File: src/design/cfc_pkg.sv
// ----------------------------------------------------------------------------
// cfc_pkg
// Shared types and constants for the per-lane credit flow control block.
// ----------------------------------------------------------------------------
package cfc_pkg;

  localparam int CNT_W   = 24;
  localparam int BYTES_W = 16;
  localparam int QUOT_W  = 17;
  localparam int DEN_W   = 32;
  localparam int STEP_W  = 5;

  localparam logic [CNT_W-1:0]  CNT_MAX     = 24'hFFFFFF;
  localparam logic [STEP_W-1:0] CELL_STEPS  = 5'd17;
  localparam logic [STEP_W-1:0] GRAIN_STEPS = 5'd8;
  localparam logic [7:0]        GRAIN_SAT   = 8'd255;

  // Register map (index = paddr[3:2])
  localparam logic [1:0] REG_FLIT_BYTES  = 2'd0;
  localparam logic [1:0] REG_FLITS_CELL  = 2'd1;
  localparam logic [1:0] REG_RET_GRAIN   = 2'd2;
  localparam logic [1:0] REG_INIT_CREDIT = 2'd3;

  localparam logic [7:0]       RST_FLIT_BYTES  = 8'd16;
  localparam logic [7:0]       RST_FLITS_CELL  = 8'd4;
  localparam logic [7:0]       RST_RET_GRAIN   = 8'd1;
  localparam logic [CNT_W-1:0] RST_INIT_CREDIT = 24'd256;

  typedef enum logic [1:0] {
    CMD_TX      = 2'd0,
    CMD_CREDIT  = 2'd1,
    CMD_RELEASE = 2'd2
  } cmd_t;

  typedef struct packed {
    logic [7:0]       grain;       // return grain, zero taken as one
    logic [15:0]      cell_bytes;  // bytes per credit cell
    logic [15:0]      grain_max;   // 255 grains in cells
    logic [CNT_W-1:0] init_credit;
    logic             credit_load; // initial credit written
  } cfg_t;

  typedef struct packed {
    logic              start;
    logic [CNT_W-1:0]  num;
    logic [DEN_W-1:0]  den;   // divisor, pre-shifted to the top quotient bit
    logic [STEP_W-1:0] steps;
  } div_req_t;

  typedef struct packed {
    logic              busy;
    logic              done;
    logic [QUOT_W-1:0] quot;
    logic [CNT_W-1:0]  rem;
  } div_rsp_t;

endpackage

File: src/design/cfc_if.sv
// ----------------------------------------------------------------------------
// cfc_if
// Request and response channels of the credit flow control block.
// ----------------------------------------------------------------------------
interface cfc_req_if;
  logic        valid;
  logic        ready;
  logic [1:0]  cmd;
  logic [3:0]  lane;
  logic [15:0] pkt_bytes;
  logic        is_control;
  logic [7:0]  grains_in;

  modport source (output valid, cmd, lane, pkt_bytes, is_control, grains_in, input ready);
  modport sink   (input valid, cmd, lane, pkt_bytes, is_control, grains_in, output ready);
endinterface

interface cfc_rsp_if;
  logic       valid;
  logic       ready;
  logic       tx_granted;
  logic       credit_valid;
  logic [3:0] credit_lane;
  logic [7:0] credit_grains;

  modport source (output valid, tx_granted, credit_valid, credit_lane, credit_grains,
                  input ready);
  modport sink   (input valid, tx_granted, credit_valid, credit_lane, credit_grains,
                  output ready);
endinterface

File: src/design/credit_flow_control_per_lane.sv
// Sequence: a credit return or control packet goes from S_READ to S_DONE; a transmit
//   request adds S_CELLS; a receive buffer release adds S_CELLS and S_PCHK, plus S_GRAIN
//   when the grains split. One request at a time, taken the cycle after its
//   predecessor's response is registered; the 17-step shared divider turns bytes
//   into cells, and 8 more steps split the grains.
// Reset: counters read as their initial values through per-lane valid bits.
// ----------------------------------------------------------------------------
// credit_flow_control_per_lane
// Per virtual lane credit flow control: transmit credit check, partner
// credit return and grain-based credit return towards the partner.
// ----------------------------------------------------------------------------
module credit_flow_control_per_lane #(
  parameter int NUM_LANES = 16
) (
  input  logic        clk,
  input  logic        rst,
  cfc_req_if.sink     req,
  cfc_rsp_if.source   rsp,
  input  logic        psel,
  input  logic        penable,
  input  logic        pwrite,
  input  logic [3:0]  paddr,
  input  logic [31:0] pwdata,
  output logic [31:0] prdata,
  output logic        pready
);
  import cfc_pkg::*;

  localparam int AW = (NUM_LANES > 1) ? $clog2(NUM_LANES) : 1;

  typedef enum logic [2:0] {
    S_IDLE,
    S_READ,
    S_CELLS,
    S_PCHK,
    S_GRAIN,
    S_DONE
  } state_t;

  state_t           state;
  cfg_t             cfg;
  div_req_t         div_req;
  div_rsp_t         div_rsp;

  // Latched request
  logic [1:0]       cmd;
  logic [3:0]       lane;
  logic [15:0]      pkt_bytes;
  logic             is_control;
  logic [7:0]       grains_in;

  // Result under construction
  logic             res_granted;
  logic             res_cvalid;
  logic [3:0]       res_lane;
  logic [7:0]       res_grains;

  logic [CNT_W-1:0] pend;     // pending return after adding the released cells
  logic             acc;
  logic             lane_ok;

  logic [CNT_W-1:0] tx_rd;
  logic [CNT_W-1:0] pd_rd;
  logic             tx_we;
  logic [CNT_W-1:0] tx_wd;
  logic             pd_we;
  logic [CNT_W-1:0] pd_wd;

  logic [QUOT_W-1:0] cells;
  logic [15:0]       credit_prod;
  logic [CNT_W:0]    credit_sum;
  logic [CNT_W:0]    pend_sum;
  logic              pend_ge_grain;
  logic              pend_ge_max;

  assign acc       = req.valid && req.ready;
  assign req.ready = (state == S_IDLE);
  assign lane_ok   = {1'b0, req.lane} < 5'(NUM_LANES);

  cfc_cfg u_cfg (
    .clk     (clk),
    .rst     (rst),
    .psel    (psel),
    .penable (penable),
    .pwrite  (pwrite),
    .paddr   (paddr),
    .pwdata  (pwdata),
    .prdata  (prdata),
    .pready  (pready),
    .cfg     (cfg)
  );

  // Transmit credit: writing initial credit reloads every lane
  cfc_lane_mem #(.NUM_LANES(NUM_LANES), .AW(AW)) u_tx_mem (
    .clk      (clk),
    .rst      (rst),
    .clr      (cfg.credit_load),
    .rd_en    (acc),
    .rd_addr  (req.lane[AW-1:0]),
    .wr_en    (tx_we),
    .wr_addr  (lane[AW-1:0]),
    .wr_data  (tx_wd),
    .init_val (cfg.init_credit),
    .rd_data  (tx_rd)
  );

  cfc_lane_mem #(.NUM_LANES(NUM_LANES), .AW(AW)) u_pend_mem (
    .clk      (clk),
    .rst      (rst),
    .clr      (1'b0),
    .rd_en    (acc),
    .rd_addr  (req.lane[AW-1:0]),
    .wr_en    (pd_we),
    .wr_addr  (lane[AW-1:0]),
    .wr_data  (pd_wd),
    .init_val ('0),
    .rd_data  (pd_rd)
  );

  cfc_div u_div (
    .clk (clk),
    .rst (rst),
    .req (div_req),
    .rsp (div_rsp)
  );

  assign cells         = div_rsp.quot;
  assign credit_prod   = grains_in * cfg.grain;
  assign credit_sum    = {1'b0, tx_rd} + {9'd0, credit_prod};
  assign pend_sum      = {1'b0, pd_rd} + {8'd0, cells};
  assign pend_ge_grain = pend >= {16'd0, cfg.grain};
  assign pend_ge_max   = pend >= {8'd0, cfg.grain_max};

  // Divider requests and write-back of the modified counters
  always_comb begin
    div_req.start = 1'b0;
    div_req.num   = {7'd0, {1'b0, pkt_bytes} + {1'b0, cfg.cell_bytes} - 17'd1};
    div_req.den   = {cfg.cell_bytes, 16'd0};
    div_req.steps = CELL_STEPS;
    tx_we = 1'b0;
    tx_wd = tx_rd;
    pd_we = 1'b0;
    pd_wd = pend;
    unique case (state)
      S_READ: begin
        if (cmd == CMD_CREDIT) begin
          // Saturate the returned credit at the counter range
          tx_we = 1'b1;
          tx_wd = credit_sum[CNT_W] ? CNT_MAX : credit_sum[CNT_W-1:0];
        end else if ((cmd == CMD_TX && !is_control) || cmd == CMD_RELEASE) begin
          div_req.start = 1'b1;
        end
      end
      S_CELLS: begin
        if (div_rsp.done && cmd == CMD_TX && tx_rd >= {7'd0, cells}) begin
          tx_we = 1'b1;
          tx_wd = tx_rd - {7'd0, cells};
        end
      end
      S_PCHK: begin
        priority if (!pend_ge_grain) begin
          pd_we = 1'b1;
        end else if (pend_ge_max) begin
          // Whole grains clip at 255; the rest stays pending
          pd_we = 1'b1;
          pd_wd = pend - {8'd0, cfg.grain_max};
        end else begin
          // Fewer than 255 grains: quotient fits in eight bits
          div_req.start = 1'b1;
          div_req.num   = pend;
          div_req.den   = {17'd0, cfg.grain, 7'd0};
          div_req.steps = GRAIN_STEPS;
        end
      end
      S_GRAIN: begin
        if (div_rsp.done) begin
          pd_we = 1'b1;
          pd_wd = div_rsp.rem;
        end
      end
      default: begin
      end
    endcase
  end

  // Sequencer and output register
  always_ff @(posedge clk) begin
    if (rst) begin
      state     <= S_IDLE;
      rsp.valid <= 1'b0;
    end else begin
      // Drop the taken response unless the next one is loaded this cycle
      if (rsp.valid && rsp.ready && state != S_DONE) begin
        rsp.valid <= 1'b0;
      end
      unique case (state)
        S_IDLE: begin
          if (acc) begin
            cmd         <= req.cmd;
            lane        <= req.lane;
            pkt_bytes   <= req.pkt_bytes;
            is_control  <= req.is_control;
            grains_in   <= req.grains_in;
            res_granted <= 1'b0;
            res_cvalid  <= 1'b0;
            res_lane    <= '0;
            res_grains  <= '0;
            // Drop out-of-range lanes and the unused command straight to a zero result
            if (lane_ok && (req.cmd == CMD_TX || req.cmd == CMD_CREDIT ||
                            req.cmd == CMD_RELEASE)) begin
              state <= S_READ;
            end else begin
              state <= S_DONE;
            end
          end
        end
        S_READ: begin
          if (cmd == CMD_TX && is_control) begin
            res_granted <= 1'b1;
            state       <= S_DONE;
          end else if (cmd == CMD_CREDIT) begin
            state <= S_DONE;
          end else begin
            state <= S_CELLS;
          end
        end
        S_CELLS: begin
          if (div_rsp.done) begin
            if (cmd == CMD_TX) begin
              res_granted <= tx_rd >= {7'd0, cells};
              state       <= S_DONE;
            end else begin
              pend  <= pend_sum[CNT_W] ? CNT_MAX : pend_sum[CNT_W-1:0];
              state <= S_PCHK;
            end
          end
        end
        S_PCHK: begin
          priority if (!pend_ge_grain) begin
            state <= S_DONE;
          end else if (pend_ge_max) begin
            res_cvalid <= 1'b1;
            res_lane   <= lane;
            res_grains <= GRAIN_SAT;
            state      <= S_DONE;
          end else begin
            res_cvalid <= 1'b1;
            res_lane   <= lane;
            state      <= S_GRAIN;
          end
        end
        S_GRAIN: begin
          if (div_rsp.done) begin
            res_grains <= div_rsp.quot[7:0];
            state      <= S_DONE;
          end
        end
        S_DONE: begin
          // Hold the result until the output register is free
          if (!rsp.valid || rsp.ready) begin
            rsp.valid         <= 1'b1;
            rsp.tx_granted    <= res_granted;
            rsp.credit_valid  <= res_cvalid;
            rsp.credit_lane   <= res_lane;
            rsp.credit_grains <= res_grains;
            state             <= S_IDLE;
          end
        end
        default: state <= S_IDLE;
      endcase
    end
  end

  a_leave_idle: assert property (@(posedge clk) disable iff (rst) acc |=> state != S_IDLE)
    else $error("request accepted but sequencer stayed idle");
  a_no_idle_write: assert property (@(posedge clk) disable iff (rst)
    (state == S_IDLE || state == S_DONE) |-> (!tx_we && !pd_we))
    else $error("counter written outside a request");
  a_grains_nonzero: assert property (@(posedge clk) disable iff (rst)
    (rsp.valid && rsp.credit_valid) |-> (rsp.credit_grains != 8'd0 && !rsp.tx_granted))
    else $error("credit return without grains or with a grant");
  a_one_write: assert property (@(posedge clk) disable iff (rst) !(tx_we && pd_we))
    else $error("both counters written in one cycle");

endmodule

File: src/design/cfc_div.sv
// ----------------------------------------------------------------------------
// cfc_div
// Restoring divider, one quotient bit per cycle, shared by both divisions.
// ----------------------------------------------------------------------------
module cfc_div (
  input  logic              clk,
  input  logic              rst,
  input  cfc_pkg::div_req_t req,
  output cfc_pkg::div_rsp_t rsp
);
  import cfc_pkg::*;

  logic              busy;
  logic              done;
  logic [STEP_W-1:0] cnt;
  logic [CNT_W-1:0]  rem;
  logic [DEN_W-1:0]  den;
  logic [QUOT_W-1:0] quot;
  logic              ge;

  assign ge = {{(DEN_W-CNT_W){1'b0}}, rem} >= den;

  always_ff @(posedge clk) begin
    if (rst) begin
      busy <= 1'b0;
      done <= 1'b0;
    end else begin
      done <= 1'b0;
      if (req.start) begin
        busy <= 1'b1;
        cnt  <= req.steps;
        rem  <= req.num;
        den  <= req.den;
        quot <= '0;
      end else if (busy) begin
        if (ge) begin
          rem <= rem - den[CNT_W-1:0];
        end
        quot <= {quot[QUOT_W-2:0], ge};
        den  <= den >> 1;
        cnt  <= cnt - 1'b1;
        if (cnt == 5'd1) begin
          busy <= 1'b0;
          done <= 1'b1;
        end
      end
    end
  end

  assign rsp.busy = busy;
  assign rsp.done = done;
  assign rsp.quot = quot;
  assign rsp.rem  = rem;

  a_no_restart: assert property (@(posedge clk) disable iff (rst) req.start |-> !busy)
    else $error("divider restarted while busy");
  a_done_end: assert property (@(posedge clk) disable iff (rst)
    (busy && cnt == 5'd1 && !req.start) |=> (done && !busy))
    else $error("divider did not finish after last step");
  a_done_idle: assert property (@(posedge clk) disable iff (rst) done |-> !busy)
    else $error("divider done while still busy");

endmodule

File: src/design/cfc_lane_mem.sv
// ----------------------------------------------------------------------------
// cfc_lane_mem
// Per-lane counter memory with registered read and per-entry valid bits.
// ----------------------------------------------------------------------------
module cfc_lane_mem #(
  parameter int NUM_LANES = 16,
  parameter int AW        = (NUM_LANES > 1) ? $clog2(NUM_LANES) : 1
) (
  input  logic                      clk,
  input  logic                      rst,
  input  logic                      clr,
  input  logic                      rd_en,
  input  logic [AW-1:0]             rd_addr,
  input  logic                      wr_en,
  input  logic [AW-1:0]             wr_addr,
  input  logic [cfc_pkg::CNT_W-1:0] wr_data,
  input  logic [cfc_pkg::CNT_W-1:0] init_val,
  output logic [cfc_pkg::CNT_W-1:0] rd_data
);
  import cfc_pkg::*;

  logic [CNT_W-1:0]     mem [NUM_LANES];
  logic [NUM_LANES-1:0] vld;
  logic [CNT_W-1:0]     rd_q;
  logic                 rd_vld;

  always_ff @(posedge clk) begin
    if (wr_en) begin
      mem[wr_addr] <= wr_data;
    end
    if (rd_en) begin
      rd_q   <= mem[rd_addr];
      rd_vld <= vld[rd_addr];
    end
  end

  // An entry never written since reset or clear reads as the initial value
  always_ff @(posedge clk) begin
    if (rst || clr) begin
      vld <= '0;
    end else if (wr_en) begin
      vld[wr_addr] <= 1'b1;
    end
  end

  assign rd_data = rd_vld ? rd_q : init_val;

endmodule

File: src/design/cfc_cfg.sv
// ----------------------------------------------------------------------------
// cfc_cfg
// APB configuration registers and derived divisor constants.
// ----------------------------------------------------------------------------
module cfc_cfg (
  input  logic         clk,
  input  logic         rst,
  input  logic         psel,
  input  logic         penable,
  input  logic         pwrite,
  input  logic [3:0]   paddr,
  input  logic [31:0]  pwdata,
  output logic [31:0]  prdata,
  output logic         pready,
  output cfc_pkg::cfg_t cfg
);
  import cfc_pkg::*;

  logic [7:0]       flit_bytes;
  logic [7:0]       flits_per_cell;
  logic [7:0]       return_grain;
  logic [CNT_W-1:0] initial_credit;
  logic [15:0]      cell_bytes;
  logic [15:0]      grain_max;
  logic [7:0]       f_eff;
  logic [7:0]       n_eff;
  logic [7:0]       g_eff;
  logic             wr;
  logic [1:0]       idx;

  assign pready = 1'b1;
  assign wr     = psel && penable && pwrite;
  assign idx    = paddr[3:2];

  always_ff @(posedge clk) begin
    if (rst) begin
      flit_bytes     <= RST_FLIT_BYTES;
      flits_per_cell <= RST_FLITS_CELL;
      return_grain   <= RST_RET_GRAIN;
      initial_credit <= RST_INIT_CREDIT;
    end else if (wr) begin
      unique case (idx)
        REG_FLIT_BYTES:  flit_bytes     <= pwdata[7:0];
        REG_FLITS_CELL:  flits_per_cell <= pwdata[7:0];
        REG_RET_GRAIN:   return_grain   <= pwdata[7:0];
        REG_INIT_CREDIT: initial_credit <= pwdata[CNT_W-1:0];
      endcase
    end
  end

  always_comb begin
    unique case (idx)
      REG_FLIT_BYTES:  prdata = {24'd0, flit_bytes};
      REG_FLITS_CELL:  prdata = {24'd0, flits_per_cell};
      REG_RET_GRAIN:   prdata = {24'd0, return_grain};
      REG_INIT_CREDIT: prdata = {8'd0, initial_credit};
    endcase
  end

  // Treat a zero setting as one
  assign f_eff = (flit_bytes == 8'd0) ? 8'd1 : flit_bytes;
  assign n_eff = (flits_per_cell == 8'd0) ? 8'd1 : flits_per_cell;
  assign g_eff = (return_grain == 8'd0) ? 8'd1 : return_grain;

  always_ff @(posedge clk) begin
    cell_bytes <= f_eff * n_eff;
    grain_max  <= GRAIN_SAT * g_eff;
  end

  assign cfg.grain       = g_eff;
  assign cfg.cell_bytes  = cell_bytes;
  assign cfg.grain_max   = grain_max;
  assign cfg.init_credit = initial_credit;
  assign cfg.credit_load = wr && (idx == REG_INIT_CREDIT);

endmodule

File: src/flat_wrapper.sv
// flat-port wrapper written by rule: the top's interface ports become plain ports
module credit_flow_control_per_lane_flat import cfc_pkg::*;
#(
  parameter int NUM_LANES = 16
)
  (clk, rst, psel, penable, pwrite, paddr, pwdata, prdata, pready, req_valid, req_cmd, req_lane, req_pkt_bytes, req_is_control, req_grains_in, req_ready, rsp_valid, rsp_tx_granted, rsp_credit_valid, rsp_credit_lane, rsp_credit_grains, rsp_ready);
  cfc_req_if req_i ();
  cfc_rsp_if rsp_i ();
  input  logic clk;
  input  logic rst;
  input  logic psel;
  input  logic penable;
  input  logic pwrite;
  input  logic [3:0] paddr;
  input  logic [31:0] pwdata;
  output logic [31:0] prdata;
  output logic pready;
  input wire logic [$bits(req_i.valid)-1:0] req_valid;
  input wire logic [$bits(req_i.cmd)-1:0] req_cmd;
  input wire logic [$bits(req_i.lane)-1:0] req_lane;
  input wire logic [$bits(req_i.pkt_bytes)-1:0] req_pkt_bytes;
  input wire logic [$bits(req_i.is_control)-1:0] req_is_control;
  input wire logic [$bits(req_i.grains_in)-1:0] req_grains_in;
  output wire logic [$bits(req_i.ready)-1:0] req_ready;
  output wire logic [$bits(rsp_i.valid)-1:0] rsp_valid;
  output wire logic [$bits(rsp_i.tx_granted)-1:0] rsp_tx_granted;
  output wire logic [$bits(rsp_i.credit_valid)-1:0] rsp_credit_valid;
  output wire logic [$bits(rsp_i.credit_lane)-1:0] rsp_credit_lane;
  output wire logic [$bits(rsp_i.credit_grains)-1:0] rsp_credit_grains;
  input wire logic [$bits(rsp_i.ready)-1:0] rsp_ready;
  assign req_i.valid = req_valid;
  assign req_i.cmd = req_cmd;
  assign req_i.lane = req_lane;
  assign req_i.pkt_bytes = req_pkt_bytes;
  assign req_i.is_control = req_is_control;
  assign req_i.grains_in = req_grains_in;
  assign req_ready = req_i.ready;
  assign rsp_valid = rsp_i.valid;
  assign rsp_tx_granted = rsp_i.tx_granted;
  assign rsp_credit_valid = rsp_i.credit_valid;
  assign rsp_credit_lane = rsp_i.credit_lane;
  assign rsp_credit_grains = rsp_i.credit_grains;
  assign rsp_i.ready = rsp_ready;
  credit_flow_control_per_lane #(.NUM_LANES(NUM_LANES)) u_core (.clk(clk), .rst(rst), .req(req_i), .rsp(rsp_i), .psel(psel), .penable(penable), .pwrite(pwrite), .paddr(paddr), .pwdata(pwdata), .prdata(prdata), .pready(pready));
endmodule
File: config.mk
export PLATFORM = sky130hd
export DESIGN_NAME = credit_flow_control_per_lane_flat
export DESIGN_NICKNAME = d
export VERILOG_FILES = /design/src/design/cfc_pkg.sv /design/src/design/cfc_if.sv /design/src/design/credit_flow_control_per_lane.sv /design/src/design/cfc_div.sv /design/src/design/cfc_lane_mem.sv /design/src/design/cfc_cfg.sv /design/src/flat_wrapper.sv
export SDC_FILE = /design/constraint.sdc
export NUM_CORES = 2
export LEC_CHECK = 0
export ABC_AREA = 0
export BUFFER_PORTS_ARGS = -buffer_cell sky130_fd_sc_hd__buf_2
export CAP_MARGIN = 0
export CORE_MARGIN = 10
export CORE_UTILIZATION = 58
export CTS_BUF_LIST = sky130_fd_sc_hd__clkbuf_2 sky130_fd_sc_hd__clkbuf_4 sky130_fd_sc_hd__clkbuf_8
export DETAILED_ROUTE_END_ITERATION = 12
export PLACE_DENSITY = 0.73
export SLEW_MARGIN = 20
export SYNTH_ARGS = -nofsm -noshare
export SYNTH_HDL_FRONTEND = slang
export SYNTH_HIERARCHICAL = 1
export SYNTH_SLANG_ARGS = --single-unit
File: constraint.sdc
create_clock -name clk -period 12.42 [get_ports clk]
set_input_delay 3.105 -clock clk [delete_from_list [all_inputs] [get_ports clk]]
set_output_delay 3.105 -clock clk [all_outputs]
set_load 0.02 [all_outputs]
==> run summary <==
- **hold buffers post-CTS** 0
- **clk_skew** 55.52 ps
- **GRT Resource Usage Total** 24.78%
- **routed vias/inst** 6.113
- **final antenna-violating net count** 0
- **Tightest Pin Transition** 1153 ps
- **Remaining DRCs** 0
- **violation count after the first detailed-routing iteration** 3,436
- **Tightest Hold Check Type** register to register
- **TritonCTS clock tree** done
- **kind of end point of the critical path** primary output
- **upper clock frequency limit** 133.1 MHz
- **initial core utilization** 58.76%
- **post-synthesis area per instance** 13.55 um2
- **unrepaired setup endpoints after global routing** false
- **clock buffer depth** 3
- **number of global-route vias before repair** 34,098
- **category of the most critical setup path** input pin to primary output
- **final worst path period need** 7512 ps
- **I/O pin total** 123
- **total power divided by cell area** 149.2 nW/um2
- **Critical Path Start Type** input pin
- **grt ovf** 0
- **total wire length** 134,100 um
- **worst endpoint data arrival time** 4410 ps
- **buffers inserted by post-CTS timing repair** 0
- **Worst Path Required** 9310 ps
- **cells along the critical path** buf_2, mux4_2, buf_2
- **TritonCTS sink count** 1,097
- **share of the clock period used by the worst path** 60.49%
- **Filler cells** 6,696
- **count of warnings emitted by yosys** 6
- **pin count of the biggest net entering global routing** 108
- **slowest cell on the critical path** sky130_fd_sc_hd__mux4_2
- **maxcap violations** 0
- **synthesized cell area** 55,080 um2
- **count of mapped cells out of synthesis** 4,064
- **number of max-slew violations in the final report** 0
- **number of nets in the layout** 4,680
- **RD Place Congestion** 0.9276
- **overall die area** 107,700 um2
- **number of cells upsized or downsized after cts** 0
- **largest fanout on the critical path** 36
- **die width** 328.2 um
- **HPWL after DPL** 87,580 um
- **Layout Cell Area excl Fill** 60,870 um2
- **leak pwr** 22.68 nW
- **fraction of final layout cells with drive strength greater than 1** 18.39%
- **total number of vias** 34,611
- **cell area reported after detailed placement** 57,110 um2
- **insertion delay of the later-clocked pin in the worst-skew pair** 880 ps
- **Clock Tree Root** sky130_fd_sc_hd__clkbuf_8
- **num rows** 112
- **first drt pass iteration count** 6
- **count of input and output buffers** 103
- **post-DR wirelength/cell** 23.68 um
- **number of H-tree levels** 4
- **Clk pin slew, worst setup/hold paths** 60 ps
- **endpoints failing setup** 0
- **placeable core area** 93,750 um2
- **Die Height** 328.2 um
- **outcome** complete, no violations
- **number of antenna violations at the first check in global routing** 7
- **wire length of the first global-routing pass** 204,000 um
- **Max-slew headroom** 22.98%
- **number of buffers inserted during clock tree synthesis** 174
- **sum of negative setup slack** 0 ps
- **peak ir drop on the vdd network** 0.1197 mV
- **Critical Path Max Stage Delay** 590 ps
- **relative area change from synthesis to final layout** 10.50%
- **Hold Vio Cnt, Final** 0
- **CP dominant cell by count** sky130_fd_sc_hd__buf_2
cell type report:
type / count / area, um2 / area share, %
Sequential cell: 1097 / 31760 / 52.18
Multi-Input combinational cell: 2470 / 21470 / 35.27
Clock buffer: 241 / 2979 / 4.894
Tap cell: 1254 / 1569 / 2.578
Inverter: 357 / 1341 / 2.204
Timing Repair Buffer: 165 / 1057 / 1.737
Clock inverter: 74 / 681.9 / 1.120
Antenna cell: 4 / 10.01 / 0.01644
critical path: cells and delay by family:
family                 cells  cell delay (ps)
buffers and inverters      2              710
multiplexers               1              590
report_power, final:
group	leakage, nW	internal (mW)	total (mW)	switching [mW]
registers	9.87	4.32	4.41	0.0920
logic	10.9	0.528	1.48	0.957
clock network	1.92	1.73	3.19	1.46
sequential cells by signal (all words and copies together), names as in the netlist, 16 cells and up:
signal / flops
u_core/u_pend_mem/vld: 16
u_core/u_tx_mem/rd_q: 24
u_core/u_pend_mem/rd_q: 24
u_core/u_div/rem: 24
u_core/u_div/quot: 17
u_core/u_pend_mem/mem: 384
u_core/pend: 24
u_core/u_div/den: 32
u_core/u_cfg/cell_bytes: 16
u_core/u_tx_mem/vld: 16
u_core/u_tx_mem/mem: 384
u_core/u_cfg/initial_credit: 24
u_core/u_cfg/grain_max: 16
u_core/pkt_bytes: 16
metrics by stage:
step | hold slack [ps] | std cells | utilization [%] | setup slack, ps | power (mW)
2_1_floorplan | 400.3 | 4112 | - | 5256 | 5.482
3_3_place_gp | 405.9 | 5337 | 60.89 | 4921 | 5.914
4_1_cts | 423.5 | 5654 | 64.82 | 4907 | 9.124
3_5_place_dp | 409.8 | 5339 | 60.92 | 4909 | 5.948
5_1_grt | 416.0 | 5659 | 64.92 | 4550 | 9.448
6_report | 423.6 | 5662 | 64.93 | 4908 | 9.084
placed cells by master (no fill, tap or decap), types with 56 or more instances in the layout:
cell / count
sky130_fd_sc_hd__a21oi_1: 180
sky130_fd_sc_hd__a22oi_1: 120
sky130_fd_sc_hd__and2_1: 97
sky130_fd_sc_hd__buf_2: 101
sky130_fd_sc_hd__buf_4: 57
sky130_fd_sc_hd__clkbuf_8: 188
sky130_fd_sc_hd__dfxtp_1: 118
sky130_fd_sc_hd__edfxtp_1: 979
sky130_fd_sc_hd__fa_1: 114
sky130_fd_sc_hd__ha_1: 227
sky130_fd_sc_hd__inv_1: 355
sky130_fd_sc_hd__mux2_2: 62
sky130_fd_sc_hd__mux4_2: 208
sky130_fd_sc_hd__nand2_1: 343
sky130_fd_sc_hd__nand3_1: 71
sky130_fd_sc_hd__nor2_1: 171
sky130_fd_sc_hd__nor2b_1: 56
sky130_fd_sc_hd__o21a_1: 61
sky130_fd_sc_hd__o21ai_0: 138
metal layers:
| layer | up-vias | GRT usage [%] | part of all wire, % |
|---|---|---|---|
| met5 | - | 0 | 0.015 |
| met4 | 4 | 8.699 | 2.8 |
| met3 | 238 | 4.037 | 9.1 |
| met2 | 1593 | 39.30 | 47 |
| met1 | 17300 | 34.70 | 41 |
| li1 | 15476 | - | - |
worst paths after layout:
| check | depth (start not counted) | from | slack, ps | endpoint |
|---|---|---|---|---|
| worst max register to register | 22 | u_core/u_cfg/return_grain[1]$_SDFFE_PP0P_ | 4980 | u_core/u_tx_mem/mem[15][18]$_DFFE_PP_ |
| worst min-delay path | 0 | u_core/res_grains[0]$_DFFE_PP_ | 420 | u_core/rsp.credit_grains[0]$_DFFE_PP_ |
| worst max-delay path | 3 | paddr[2] | 4910 | prdata[4] |
| worst min register to register | 0 | u_core/res_grains[0]$_DFFE_PP_ | 420 | u_core/rsp.credit_grains[0]$_DFFE_PP_ |
No activity file was read; power rests on OpenSTA's default activity.
